### config.mk
export PLATFORM = sky130hd
export DESIGN_NAME = solitaire_keystream_cipher
export DESIGN_NICKNAME = d
export VERILOG_FILES = /design/src/hw/rtl/skc_pkg.sv /design/src/hw/rtl/solitaire_keystream_cipher.sv
export SDC_FILE = /design/constraint.sdc
export NUM_CORES = 2
export LEC_CHECK = 0
export BUFFER_PORTS_ARGS = -buffer_cell sky130_fd_sc_hd__buf_4
export CAP_MARGIN = 40
export CORE_ASPECT_RATIO = 0.6
export CORE_MARGIN = 1.5
export CORE_UTILIZATION = 39
export CTS_BUF_LIST = sky130_fd_sc_hd__clkbuf_8
export DETAILED_ROUTE_END_ITERATION = 6
export PLACE_DENSITY_LB_ADDON = 0.1
export SLEW_MARGIN = 20
export SYNTH_ARGS = -nofsm -noshare
export SYNTH_HDL_FRONTEND = slang
export SYNTH_SLANG_ARGS = --single-unit
### constraint.sdc
create_clock -name clk -period 7.9 [get_ports clk]
set_input_delay 0.79 -clock clk [delete_from_list [all_inputs] [get_ports clk]]
set_output_delay 0.79 -clock clk [all_outputs]
set_load 0.02 [all_outputs]
### src/hw/rtl/skc_pkg.sv
package skc_pkg;

  // Deck geometry and card codes.
  localparam int DECK_CARDS = 54;
  localparam int CARD_W     = 6;
  localparam int LETTER_W   = 5;
  localparam int ALPHA      = 26;

  typedef logic [CARD_W-1:0]   card_t;
  typedef logic [LETTER_W-1:0] letter_t;

  localparam card_t JOKER_A = card_t'(DECK_CARDS - 1);
  localparam card_t JOKER_B = card_t'(DECK_CARDS);

  // Request codes.
  typedef enum logic [1:0] {
    REQ_RESET   = 2'd0,
    REQ_KEY     = 2'd1,
    REQ_ENCRYPT = 2'd2,
    REQ_DECRYPT = 2'd3
  } req_t;

  typedef struct packed {
    logic [1:0] req_type;
    letter_t    letter_value;
  } in_item_t;

  typedef struct packed {
    letter_t out_letter;
    letter_t key_letter;
  } out_item_t;

  // Value of a card for counting: either joker counts as joker A.
  function automatic card_t card_val(input card_t card);
    card_val = (card > JOKER_A) ? JOKER_A : card;
  endfunction

endpackage

### src/hw/rtl/solitaire_keystream_cipher.sv
// Solitaire keystream cipher, one letter per item.
// Input channel (in_valid, in_stall, in_item): req_type selects deck reset,
// keying with a passphrase letter, encryption or decryption of one letter.
// Result channel (out_valid, out_stall, out_item): exactly one item per
// request, carrying the output letter and the keystream letter (both zero
// for reset and keying).
// The deck sits in a ring of 54 registers. A single rotate/swap unit does
// all the mixing under a sequencer, one rotation step or swap per cycle.
// One keystream round is a full pass of the ring that locates the jokers,
// the joker steps (a swap, or a rotation plus a swap when a joker wraps
// from the bottom, at most two wraps a round), the triple cut, the count
// cut and a full turn to read the output card. Rounds repeat while the
// output card is a joker. Keying skips the read and adds the letter cut.
// A deck reset loads the ordered deck on acceptance and then goes
// straight to its result.
// in_stall is high from acceptance until the result has been loaded into
// the output register.
// Reset puts the deck back in order 1..54 and empties the output register.
// A stalled result stays in the output register; the next item may be
// accepted meanwhile, and its result waits until the register frees up.
module solitaire_keystream_cipher (
  input  logic               clk,
  input  logic               rst_n,
  input  logic               in_valid,
  output logic               in_stall,
  input  skc_pkg::in_item_t  in_item,
  output logic               out_valid,
  input  logic               out_stall,
  output skc_pkg::out_item_t out_item
);
  import skc_pkg::*;

  typedef logic [CARD_W-1:0] pos_t;

  typedef enum logic [3:0] {
    S_IDLE, S_FIND, S_JMOVE, S_JSWAP, S_TC1, S_TC2, S_CC, S_KEYCUT,
    S_PEEK0, S_PEEK, S_CHECK, S_ROT, S_FIN
  } state_t;

  typedef enum logic [1:0] {OP_NONE, OP_LOAD, OP_ROT, OP_SWAP} op_t;

  localparam pos_t DECK_LEN = pos_t'(DECK_CARDS);
  localparam pos_t LAST_POS = pos_t'(DECK_CARDS - 1);
  localparam int   CHAIN_W  = LETTER_W + 2;

  state_t    state_r, state_nxt, ret_r, ret_nxt;
  card_t     deck_r [DECK_CARDS];
  card_t     deck_nxt [DECK_CARDS];
  req_t      req_r, req_nxt;
  letter_t   letter_r, letter_nxt;
  pos_t      cnt_r, cnt_nxt;
  pos_t      a_pos_r, a_pos_nxt, b_pos_r, b_pos_nxt;
  logic [1:0] jsel_r, jsel_nxt;
  pos_t      rot_len_r, rot_len_nxt, rot_cnt_r, rot_cnt_nxt;
  card_t     pv_r, pv_nxt, card_r, card_nxt;
  logic      out_valid_r, out_valid_nxt;
  out_item_t out_item_r, out_item_nxt;
  op_t       op;
  pos_t      op_len, op_pos;

  // Joker move, cut and result helpers.
  pos_t jpos, joth, jpos_new, joth_new;
  pos_t lo, hi;
  letter_t key_val;
  logic [CHAIN_W-1:0] sum_w;

  function automatic logic [CHAIN_W-1:0] mod_alpha(input logic [CHAIN_W-1:0] x);
    logic [CHAIN_W-1:0] y;
    y = x;
    for (int k = 0; k < 3; k++) begin
      if (y >= CHAIN_W'(ALPHA)) y = y - CHAIN_W'(ALPHA);
    end
    mod_alpha = y;
  endfunction

  assign in_stall  = (state_r != S_IDLE);
  assign out_valid = out_valid_r;
  assign out_item  = out_item_r;

  // Sequencer.
  always_comb begin
    state_nxt     = state_r;
    ret_nxt       = ret_r;
    req_nxt       = req_r;
    letter_nxt    = letter_r;
    cnt_nxt       = cnt_r;
    a_pos_nxt     = a_pos_r;
    b_pos_nxt     = b_pos_r;
    jsel_nxt      = jsel_r;
    rot_len_nxt   = rot_len_r;
    rot_cnt_nxt   = rot_cnt_r;
    pv_nxt        = pv_r;
    card_nxt      = card_r;
    out_valid_nxt = out_valid_r & out_stall;
    out_item_nxt  = out_item_r;
    op            = OP_NONE;
    op_len        = DECK_LEN;
    op_pos        = '0;
    jpos          = (jsel_r == 2'd0) ? a_pos_r : b_pos_r;
    joth          = (jsel_r == 2'd0) ? b_pos_r : a_pos_r;
    jpos_new      = jpos;
    joth_new      = joth;
    lo            = (a_pos_r < b_pos_r) ? a_pos_r : b_pos_r;
    hi            = (a_pos_r < b_pos_r) ? b_pos_r : a_pos_r;
    key_val       = (card_r > card_t'(ALPHA)) ? letter_t'(card_r - card_t'(ALPHA))
                                              : letter_t'(card_r);
    sum_w         = '0;

    unique case (state_r)
      S_IDLE: begin
        if (in_valid) begin
          req_nxt    = req_t'(in_item.req_type);
          letter_nxt = in_item.letter_value;
          cnt_nxt    = '0;
          if (req_t'(in_item.req_type) == REQ_RESET) begin
            op        = OP_LOAD;
            state_nxt = S_FIN;
          end else begin
            state_nxt = S_FIND;
          end
        end
      end
      // Full turn of the ring, noting where each joker passes the top.
      S_FIND: begin
        op = OP_ROT;
        if (deck_r[0] == JOKER_A) a_pos_nxt = cnt_r;
        if (deck_r[0] == JOKER_B) b_pos_nxt = cnt_r;
        if (cnt_r == LAST_POS) begin
          jsel_nxt  = 2'd0;
          state_nxt = S_JMOVE;
        end else begin
          cnt_nxt = cnt_r + 1'b1;
        end
      end
      // One joker step: a swap, or from the bottom a turn plus a swap.
      S_JMOVE: begin
        if (jpos == LAST_POS) begin
          jpos_new    = pos_t'(1);
          joth_new    = (joth != '0) ? joth + 1'b1 : joth;
          rot_len_nxt = DECK_LEN;
          rot_cnt_nxt = LAST_POS;
          ret_nxt     = S_JSWAP;
          state_nxt   = S_ROT;
        end else begin
          op       = OP_SWAP;
          op_pos   = jpos;
          jpos_new = jpos + 1'b1;
          joth_new = (joth == jpos + 1'b1) ? jpos : joth;
          if (jsel_r == 2'd2) state_nxt = S_TC1;
          else                jsel_nxt  = jsel_r + 1'b1;
        end
        if (jsel_r == 2'd0) begin
          a_pos_nxt = jpos_new;
          b_pos_nxt = joth_new;
        end else begin
          b_pos_nxt = jpos_new;
          a_pos_nxt = joth_new;
        end
      end
      S_JSWAP: begin
        op     = OP_SWAP;
        op_pos = '0;
        if (jsel_r == 2'd2) begin
          state_nxt = S_TC1;
        end else begin
          jsel_nxt  = jsel_r + 1'b1;
          state_nxt = S_JMOVE;
        end
      end
      // Triple cut as two rotations: bring the upper joker to the top,
      // then move the joker block behind the lower part.
      S_TC1: begin
        rot_len_nxt = DECK_LEN;
        rot_cnt_nxt = lo;
        ret_nxt     = S_TC2;
        state_nxt   = S_ROT;
      end
      S_TC2: begin
        rot_len_nxt = DECK_LEN - lo;
        rot_cnt_nxt = hi - lo + 1'b1;
        ret_nxt     = S_CC;
        state_nxt   = S_ROT;
      end
      // Count cut by the bottom card: rotate all but the bottom card.
      S_CC: begin
        rot_len_nxt = LAST_POS;
        rot_cnt_nxt = (card_val(deck_r[DECK_CARDS-1]) < LAST_POS)
                      ? card_val(deck_r[DECK_CARDS-1]) : '0;
        ret_nxt     = (req_r == REQ_KEY) ? S_KEYCUT : S_PEEK0;
        state_nxt   = S_ROT;
      end
      S_KEYCUT: begin
        rot_len_nxt = LAST_POS;
        rot_cnt_nxt = pos_t'(letter_r);
        ret_nxt     = S_FIN;
        state_nxt   = S_ROT;
      end
      S_PEEK0: begin
        pv_nxt    = card_val(deck_r[0]);
        cnt_nxt   = '0;
        state_nxt = S_PEEK;
      end
      // Full turn, catching the card at the counted place.
      S_PEEK: begin
        op = OP_ROT;
        if (cnt_r == pv_r) card_nxt = deck_r[0];
        if (cnt_r == LAST_POS) state_nxt = S_CHECK;
        else                   cnt_nxt   = cnt_r + 1'b1;
      end
      S_CHECK: begin
        if (card_r >= JOKER_A) begin
          cnt_nxt   = '0;
          state_nxt = S_FIND;
        end else begin
          state_nxt = S_FIN;
        end
      end
      S_ROT: begin
        if (rot_cnt_r == '0) begin
          state_nxt = ret_r;
        end else begin
          op          = OP_ROT;
          op_len      = rot_len_r;
          rot_cnt_nxt = rot_cnt_r - 1'b1;
        end
      end
      S_FIN: begin
        if (req_r == REQ_ENCRYPT) begin
          sum_w = CHAIN_W'(letter_r) + CHAIN_W'(key_val);
        end else begin
          sum_w = CHAIN_W'(letter_r) + CHAIN_W'(2 * ALPHA) - CHAIN_W'(key_val);
        end
        sum_w = mod_alpha(sum_w);
        if (!out_valid_r || !out_stall) begin
          out_valid_nxt = 1'b1;
          if (req_r == REQ_ENCRYPT || req_r == REQ_DECRYPT) begin
            out_item_nxt.key_letter = key_val;
            out_item_nxt.out_letter = (sum_w == '0) ? letter_t'(ALPHA)
                                                    : letter_t'(sum_w);
          end else begin
            out_item_nxt.key_letter = '0;
            out_item_nxt.out_letter = '0;
          end
          state_nxt = S_IDLE;
        end
      end
      default: state_nxt = S_IDLE;
    endcase
  end

  // Shared load/rotate/swap unit on the deck ring.
  always_comb begin
    for (int i = 0; i < DECK_CARDS; i++) deck_nxt[i] = deck_r[i];
    unique case (op)
      OP_LOAD: begin
        for (int i = 0; i < DECK_CARDS; i++) deck_nxt[i] = card_t'(i + 1);
      end
      OP_ROT: begin
        for (int i = 0; i < DECK_CARDS - 1; i++) begin
          if (pos_t'(i) < op_len - 1'b1)       deck_nxt[i] = deck_r[i+1];
          else if (pos_t'(i) == op_len - 1'b1) deck_nxt[i] = deck_r[0];
        end
        if (op_len == DECK_LEN) deck_nxt[DECK_CARDS-1] = deck_r[0];
      end
      OP_SWAP: begin
        for (int i = 0; i < DECK_CARDS - 1; i++) begin
          if (pos_t'(i) == op_pos) deck_nxt[i] = deck_r[i+1];
        end
        for (int i = 1; i < DECK_CARDS; i++) begin
          if (pos_t'(i) == op_pos + 1'b1) deck_nxt[i] = deck_r[i-1];
        end
      end
      default: ;
    endcase
  end

  // State, deck and registered outputs.
  always_ff @(posedge clk) begin
    if (!rst_n) begin
      state_r     <= S_IDLE;
      out_valid_r <= 1'b0;
      for (int i = 0; i < DECK_CARDS; i++) deck_r[i] <= card_t'(i + 1);
    end else begin
      state_r     <= state_nxt;
      out_valid_r <= out_valid_nxt;
      for (int i = 0; i < DECK_CARDS; i++) deck_r[i] <= deck_nxt[i];
    end
    ret_r      <= ret_nxt;
    req_r      <= req_nxt;
    letter_r   <= letter_nxt;
    cnt_r      <= cnt_nxt;
    a_pos_r    <= a_pos_nxt;
    b_pos_r    <= b_pos_nxt;
    jsel_r     <= jsel_nxt;
    rot_len_r  <= rot_len_nxt;
    rot_cnt_r  <= rot_cnt_nxt;
    pv_r       <= pv_nxt;
    card_r     <= card_nxt;
    out_item_r <= out_item_nxt;
  end

  // The tracked joker places must match the deck during the joker moves.
  a_jokers_tracked: assert property (@(posedge clk) disable iff (!rst_n)
    state_r == S_JMOVE |-> deck_r[a_pos_r] == JOKER_A && deck_r[b_pos_r] == JOKER_B)
    else $error("joker positions lost track of the deck");

  // A rotation never runs with a length outside the deck.
  a_rot_len: assert property (@(posedge clk) disable iff (!rst_n)
    state_r == S_ROT && rot_cnt_r != '0 |-> rot_len_r != '0 && rot_len_r <= DECK_LEN)
    else $error("rotation length out of range");

  // Letters on the result channel are always in range.
  a_out_range: assert property (@(posedge clk) disable iff (!rst_n)
    out_valid_r |-> out_item_r.out_letter <= letter_t'(ALPHA)
                 && out_item_r.key_letter <= letter_t'(ALPHA))
    else $error("result letter out of range");

  // The keystream card behind an encrypt or decrypt result is an ordinary card, never zero or a joker.
  a_key_nonzero: assert property (@(posedge clk) disable iff (!rst_n)
    state_r == S_FIN && (req_r == REQ_ENCRYPT || req_r == REQ_DECRYPT)
    |-> card_r != '0 && card_r < JOKER_A)
    else $error("keystream card is not an ordinary card");

endmodule

* Word level (Yosys, flattened, before mapping)
Memory sizes are Yosys's and may differ from the RTL's. Index checks and enable logic that the tools add are counted.
Operators by class: add/subtract/negate cells 17, multipliers 0, div/mod/pow operators 0, order comparisons 62, equality and inequality tests 196, shift operators 0, mux-type cells 333, bitwise gates (word level) 56, reductions and logical operators 33
Operators by type and width (count):
- 6-bit two-way mux | 290
- 324-bit case mux with 3 select lines | 1
- 6-bit equality test (first input constant) | 64
- 5-bit by 6-bit equality test with 1-bit output (first input constant) | 48
- 4-bit by 6-bit equality test with 1-bit output (first input constant) | 24
- 6-bit < comparator (first input constant) | 21
- 5-bit by 6-bit < comparator with 1-bit output (first input constant) | 16
- 3-bit by 6-bit equality test with 1-bit output (first input constant) | 12
- 7-bit two-way mux | 8
- 1-bit bitwise OR | 54
- 4-bit by 6-bit < comparator with 1-bit output (first input constant) | 8
- 6-bit case mux with 4 select lines | 2
- 4-bit two-way mux | 11
- 4-bit case mux with 10 select lines | 1
- 2-bit by 6-bit equality test with 1-bit output (first input constant) | 6
- 6-bit case mux with 6 select lines | 1
- 6-bit by 1-bit adder with 6-bit output (second input constant) | 5
- 6-bit equality test (second input constant) | 5
- 3-bit by 6-bit < comparator with 1-bit output (first input constant) | 4
- 2-bit != test (second input constant) | 12
- 6-bit case mux with 2 select lines | 2
- 7-bit by 5-bit >= comparator with 1-bit output (second input constant) | 3
- 7-bit by 5-bit subtractor with 7-bit output (second input constant) | 3
- 4-bit equality test (second input constant) | 5
- other kinds (49) | 91
Storage, ports and cells: flip-flop bits (word level) 70, latch bits 0, bits in writable memories 324, memory bits (read-only) 0, bits of input ports 11, output and inout port bits 12, memories kept 1
Memory list:
- deck_r | words 54, width 6, rd ports 54, clocked after Yosys merged registers in 0, wr ports 54, RTL line solitaire_keystream_cipher.sv:47 | card_t deck_r [DECK_CARDS];

* Logic depth before layout (Yosys ltp)
depth after elaboration 16, depth in mapped cells 26, gate-level depth less buffers 24

* Worst setup path before layout
No wires, ideal clock.
path kind reg2reg, start point register card_r[0] (read register of deck_r), end point register out_item_r (netlist bit out_item[9]) (data pin), arrival time 4.841 ns, data required time 7.646 ns, path slack 2.805 ns, cell stages (with the launch flop) 24, path through edfxtp_1 > a21oi_1 > o21bai_1 > nor2b_1 > xnor2_1 > inv_1 > ha_1 > inv_1 > ha_1 > a21oi_1 > a21oi_1 > or4_4 > a21o_4 > nand2_1 > clkbuf_1 > nand2_1 > o21ai_0 > inv_1 > ha_1 > nor2_1 > a21boi_0 > nor2_1 > a311o_1 > o21a_1
On the way: word-level cells in the longest chain between the ends 16, elaborated cells on any way between the ends 21, classes of those cells add/sub: 6; order compare: 4; mux: 10; reduce/logical: 1
RTL lines:
- from (decl) | RTL line solitaire_keystream_cipher.sv:55 | card_t pv_r, pv_nxt, card_r, card_nxt;
- 5-bit subtractor / 6-bit by 5-bit > comparator with 1-bit output (equally long branches) | RTL line solitaire_keystream_cipher.sv:105 | key_val = (card_r > card_t'(ALPHA)) ? letter_t'(card_r - card_t'(ALPHA))
- 5-bit two-way mux (*) | RTL line solitaire_keystream_cipher.sv:105
- via key_val[3] | RTL line solitaire_keystream_cipher.sv:64 | letter_t key_val;
- 7-bit by 5-bit subtractor with 7-bit output / 5-bit by 5-bit adder with 6-bit output (equally long branches) | RTL line solitaire_keystream_cipher.sv:231, solitaire_keystream_cipher.sv:229
- 7-bit two-way mux (*) | RTL line solitaire_keystream_cipher.sv:228 | if (req_r == REQ_ENCRYPT) begin
- 7-bit two-way mux (*) | RTL line solitaire_keystream_cipher.sv:109 | unique case (state_r)
- 7-bit by 5-bit subtractor with 7-bit output / 7-bit by 5-bit >= comparator with 1-bit output (equally long branches) | RTL line solitaire_keystream_cipher.sv:71 | if (y >= CHAIN_W'(ALPHA)) y = y - CHAIN_W'(ALPHA);
- 7-bit two-way mux (*) | RTL line solitaire_keystream_cipher.sv:71
- 7-bit two-way mux (*) | RTL line solitaire_keystream_cipher.sv:109
- 7-bit by 5-bit subtractor with 7-bit output / 7-bit by 5-bit >= comparator with 1-bit output (equally long branches) | RTL line solitaire_keystream_cipher.sv:71
- 7-bit two-way mux (*) | RTL line solitaire_keystream_cipher.sv:71
- 7-bit two-way mux (*) | RTL line solitaire_keystream_cipher.sv:109
- 7-bit by 5-bit subtractor with 7-bit output / 7-bit by 5-bit >= comparator with 1-bit output (equally long branches) | RTL line solitaire_keystream_cipher.sv:71
- 7-bit two-way mux (*) | RTL line solitaire_keystream_cipher.sv:71
- 7-bit two-way mux (*) | RTL line solitaire_keystream_cipher.sv:109
- 7-bit zero test | RTL line solitaire_keystream_cipher.sv:238 | out_item_nxt.out_letter = (sum_w == '0) ? letter_t'(ALPHA)
- 5-bit two-way mux (*) | RTL line solitaire_keystream_cipher.sv:238
- to (signal assigned) | RTL line solitaire_keystream_cipher.sv:299 | out_item_r <= out_item_nxt;
- to (decl) | RTL line solitaire_keystream_cipher.sv:57 | out_item_t out_item_r, out_item_nxt;
The timed path passes the listed nets; every way through them passes the cells marked *. The select of a mux whose other input is x is not followed. A chain may end at the register's enable or synchronous reset.

==> impl_results.md <==
- Number of endpoints failing setup at the final stage: 0
- GR Util met1: between 40 and 50%
- Total nets after synthesis: 3435
- Fraction of final layout cells with drive strength greater than 1: between 10% and 20%
- Layout area overhead: 9.77%
- Fraction of met3 tracks used by global routing: about 8%
- Aggregate global-route resource usage: roughly 31%
- Relative slew slack: between 30% and 40%
- Hold buffer count at cts: 0
- Number of endpoints with negative hold slack in the final report: 0
- Register clock-pin slew on the reported worst setup and hold paths: approximately 70 ps
- Most used standard cells in the synthesized netlist: mux2i_1 (496), nand2_1 (365), dfxtp_1 (329), a21oi_1 (271), o21ai_0 (214)
- Area share of the largest cell type after synthesis: between 20 and 25%
- Placed cells: about 4200
- Clock share of power: 14.6%
- Post-layout util: approximately 43%
- Combinational group share of total power: 61.3%
- Initial antenna violation count: 4
- Number of enable-type register cells in the synthesized netlist: 65
- Sw frac: around half
- DR WL/cell: 27.0 microns
- Count of cells resized by post-cts repair: 0
- Root cell of the clock tree: clkbuf_8
- Share of synthesized registers carrying an async set or reset: 0%
- Final net count: about 3400
- Post-route minimum period: approximately 6000 ps
- Total negative slack: 0 ps
- Xor/xnor cell area share of the yosys netlist: roughly 1.4%
- Number of global-route vias before repair: about 26000
- Worst EP required: between 8000 and 9000 ps
- Standard-cell row count: 76
- Pins over their slew limit: 0
- Syn Inst Count: 3378
- Yosys warning count: 0
- Synth Area in Compound Gates: 26.3%
- Worst Skew: about 32 ps
- Average instance area after synthesis: roughly 8.4 sq um
- Largest net degree at the start of global routing: 140
- Kind of end point of the critical path: register
- Die Y-Extent: 212 microns
- RSZ-0062 raised after global routing: false
- Adder-cell share of the synthesized area: 2.11%
- Post-DP HPWL: slightly above 80000 microns
- Starting Density: between 30% and 40%
- Overflow left after global routing: 0
- Post-route fraction of the period consumed by the critical path: between 70% and 80%
- Run status: complete, but fails checks
- Maximum operating frequency: about 0.17 GHz
- H-tree Lvls: 3
- Wirelength, routed: ~120000 microns
- Data arrival at the endpoint of the critical path: 6570 ps
- Transition time of the tightest slew-check pin: between 1000 and 1500 ps
- Most frequently used flop master after synthesis: dfxtp_1
- Leading cell type by number of instances after synthesis: mux2i_1
- TritonCTS clock tree: done
- Cell type with the largest total area after synthesis: dfxtp_1
- Sequential Area: approximately 8500 sq um
- Ratio of total power to cell area: approximately 450 nW/um^2
- Proportion of synthesized chip area in sequential cells: between 30% and 40%
- Max IR drop VDD: around 0.00027 V
- Remaining antenna violation count: 0
- Routed vias/inst: ~6.5
- Pre-CTS setup slack: 2100 ps
- Area fraction in and, or, nand and nor cells after synthesis: 14.9%
- Static Leakage: roughly 13 nW
- Final-layout worst hold slack: 205 ps
- Biggest area contributors in the synthesized netlist: dfxtp_1 (23%), mux2i_1 (17%), edfxtp_1 (6.9%)
- Placer Congestion: 0.955
- Number of buffer cells added on primary ports: 22
- Number of remaining DRC errors: 1
- Met2 capacity usage during global routing: about two fifths
- Power Internal: between 0.006 and 0.007 W
- Count of different cell masters after synthesis: between 100 and 150
- CTS Buf Count: 71
- Largest driver fanout on the critical path: 19
- Violations in the final reports: DRC
- Total number of vias: 28200
- CP startpoint kind: register
- Setup CP Type: register to register
- Number of violations reported at the end of detailed-routing iteration 0: approximately 3700
- Final setup slack of the worst path: about 1900 ps
- Area of combinational cells with multiple inputs: approximately 19000 sq um
- Count of max-cap constraint violations: 0
- Maximum count of clock buffers along a single path: 3
- Reported net switching power: between 0.007 and 0.008 W
- Count of TritonRoute iterations in the first routing pass: 7
- Number of standard cells in the layout, taps in and fillers out: 4365
- Most utilized layer in the global route result: met1
- Post-synthesis register bit count: around 400
- Total I/O pin count: 23
- Count of clock tree sinks: just under 400
- Die area: between 70000 and 80000 sq um
- Post-Synthesis Cell Area: 28400 sq um
- Fraction of synthesized area in multiplexers: between 20% and 30%
- Fillcell total: 7121
- Area of the core region: 71900 sq um
- Insertion delay to the later sink of the worst-skew pair: about 770 ps
- Die Wd: between 300 and 400 microns
- Main combinational cell family by area after synthesis: compound AO/OA/AOI/OAI gates
- Class of the worst hold path: input pin to register
- Sequential group share of total power: 24.2%
- Global-route wire length before repair: 176000 microns
- Number of buffers inserted to repair setup after CTS: 0
==> flip-flops by register name, indices dropped and copies added, names as in the netlist, 5 cells and up <==
name and count:
deck_r 324, out_item 10, a_pos_r 6, b_pos_r 6, card_r 6, cnt_r 6, pv_r 6, rot_cnt_r 6
rot_len_r 6, letter_r 5
==> final timing paths <==
kind	startpoint	to	slack, ps	cells past startpoint
worst min register to register	deck_r[1][86]	deck_r[1][86]	500	2
worst min-delay path	in_item[4]	letter_r[4]	210	1
worst max register to register	state_r[3]	deck_r[0][85]	1930	15
worst max-delay path	state_r[3]	deck_r[0][85]	1930	15
==> final cells by class <==
type | instances | area share [%]
Multi-Input combinational cell | 2663 | 59.7
Clock buffer | 81 | 3.58
Tap cell | 975 | 3.91
Antenna cell | 2 | 0.0161
Clock inverter | 47 | 0.875
Sequential cell | 394 | 27.4
Timing Repair Buffer | 141 | 3.75
Inverter | 62 | 0.747
==> cell usage in the layout, fill, tap and decap left out, types with 29 or more instances in the layout <==
cell	count
nor3_1	45
a221oi_1	36
o22ai_1	95
ha_1	43
nand2_1	363
mux2_2	79
xnor2_1	29
nor2_1	213
buf_4	114
nor2b_1	50
nand2b_1	46
o221ai_1	80
o21ai_0	212
mux2i_1	496
o211a_1	113
nand3_1	74
a21oi_1	270
inv_1	83
o211ai_1	86
dfxtp_1	323
edfxtp_1	65
clkbuf_8	81
==> power by group through the flow <==
stage | Clock [W] | Combinational (W) | Sequential (W)
6_report | 0.00204 | 0.00858 | 0.00339
5_1_grt | 0.00215 | 0.00931 | 0.00344
4_1_cts | 0.00206 | 0.00825 | 0.00336
3_5_place_dp | 0 | 0.00821 | 0.00340
3_3_place_gp | 0 | 0.00792 | 0.00340
2_1_floorplan | 0 | 0.00605 | 0.00306
==> per-stage QoR <==
| stage | instance area [sq um] | power, W |
|---|---|---|
| finish | 31200 | 0.0140 |
| detailed placement | 29600 | 0.0116 |
| CTS | 31000 | 0.0137 |
| global placement | 29300 | 0.0113 |
| floorplan | 28400 | 0.00911 |
| global route | 31200 | 0.0149 |
==> worst max-delay path, stage by stage, from the launching register on <==
cell and delay, ps:
dfxtp_1 770, and4b_1 470, o31ai_4 200, or2_2 350
inv_1 110, ha_1 750, nand2_1 150, xor2_1 200
and2_1 170, buf_4 300, nand2_1 570, a21oi_1 890
a221o_1 550, a221oi_1 90, a21oi_1 160, nand2_1 70
==> cells by family after synthesis <==
kind of cell    Yosys count
simple gates            914
xor+xnor                 44
compound gates         1082
buf+inv                 321
fa+ha+maj                46
mux                     577
flops                   394
==> metal layers <==
metal | wire length [microns] | vias up
met3 | 12200 | 231
li1 | - | 12500
met4 | 3270 | 4
met5 | 24 | -
met2 | 44300 | 1518
met1 | 57900 | 13900
Note: power is estimated with default switching activity, not from simulation.
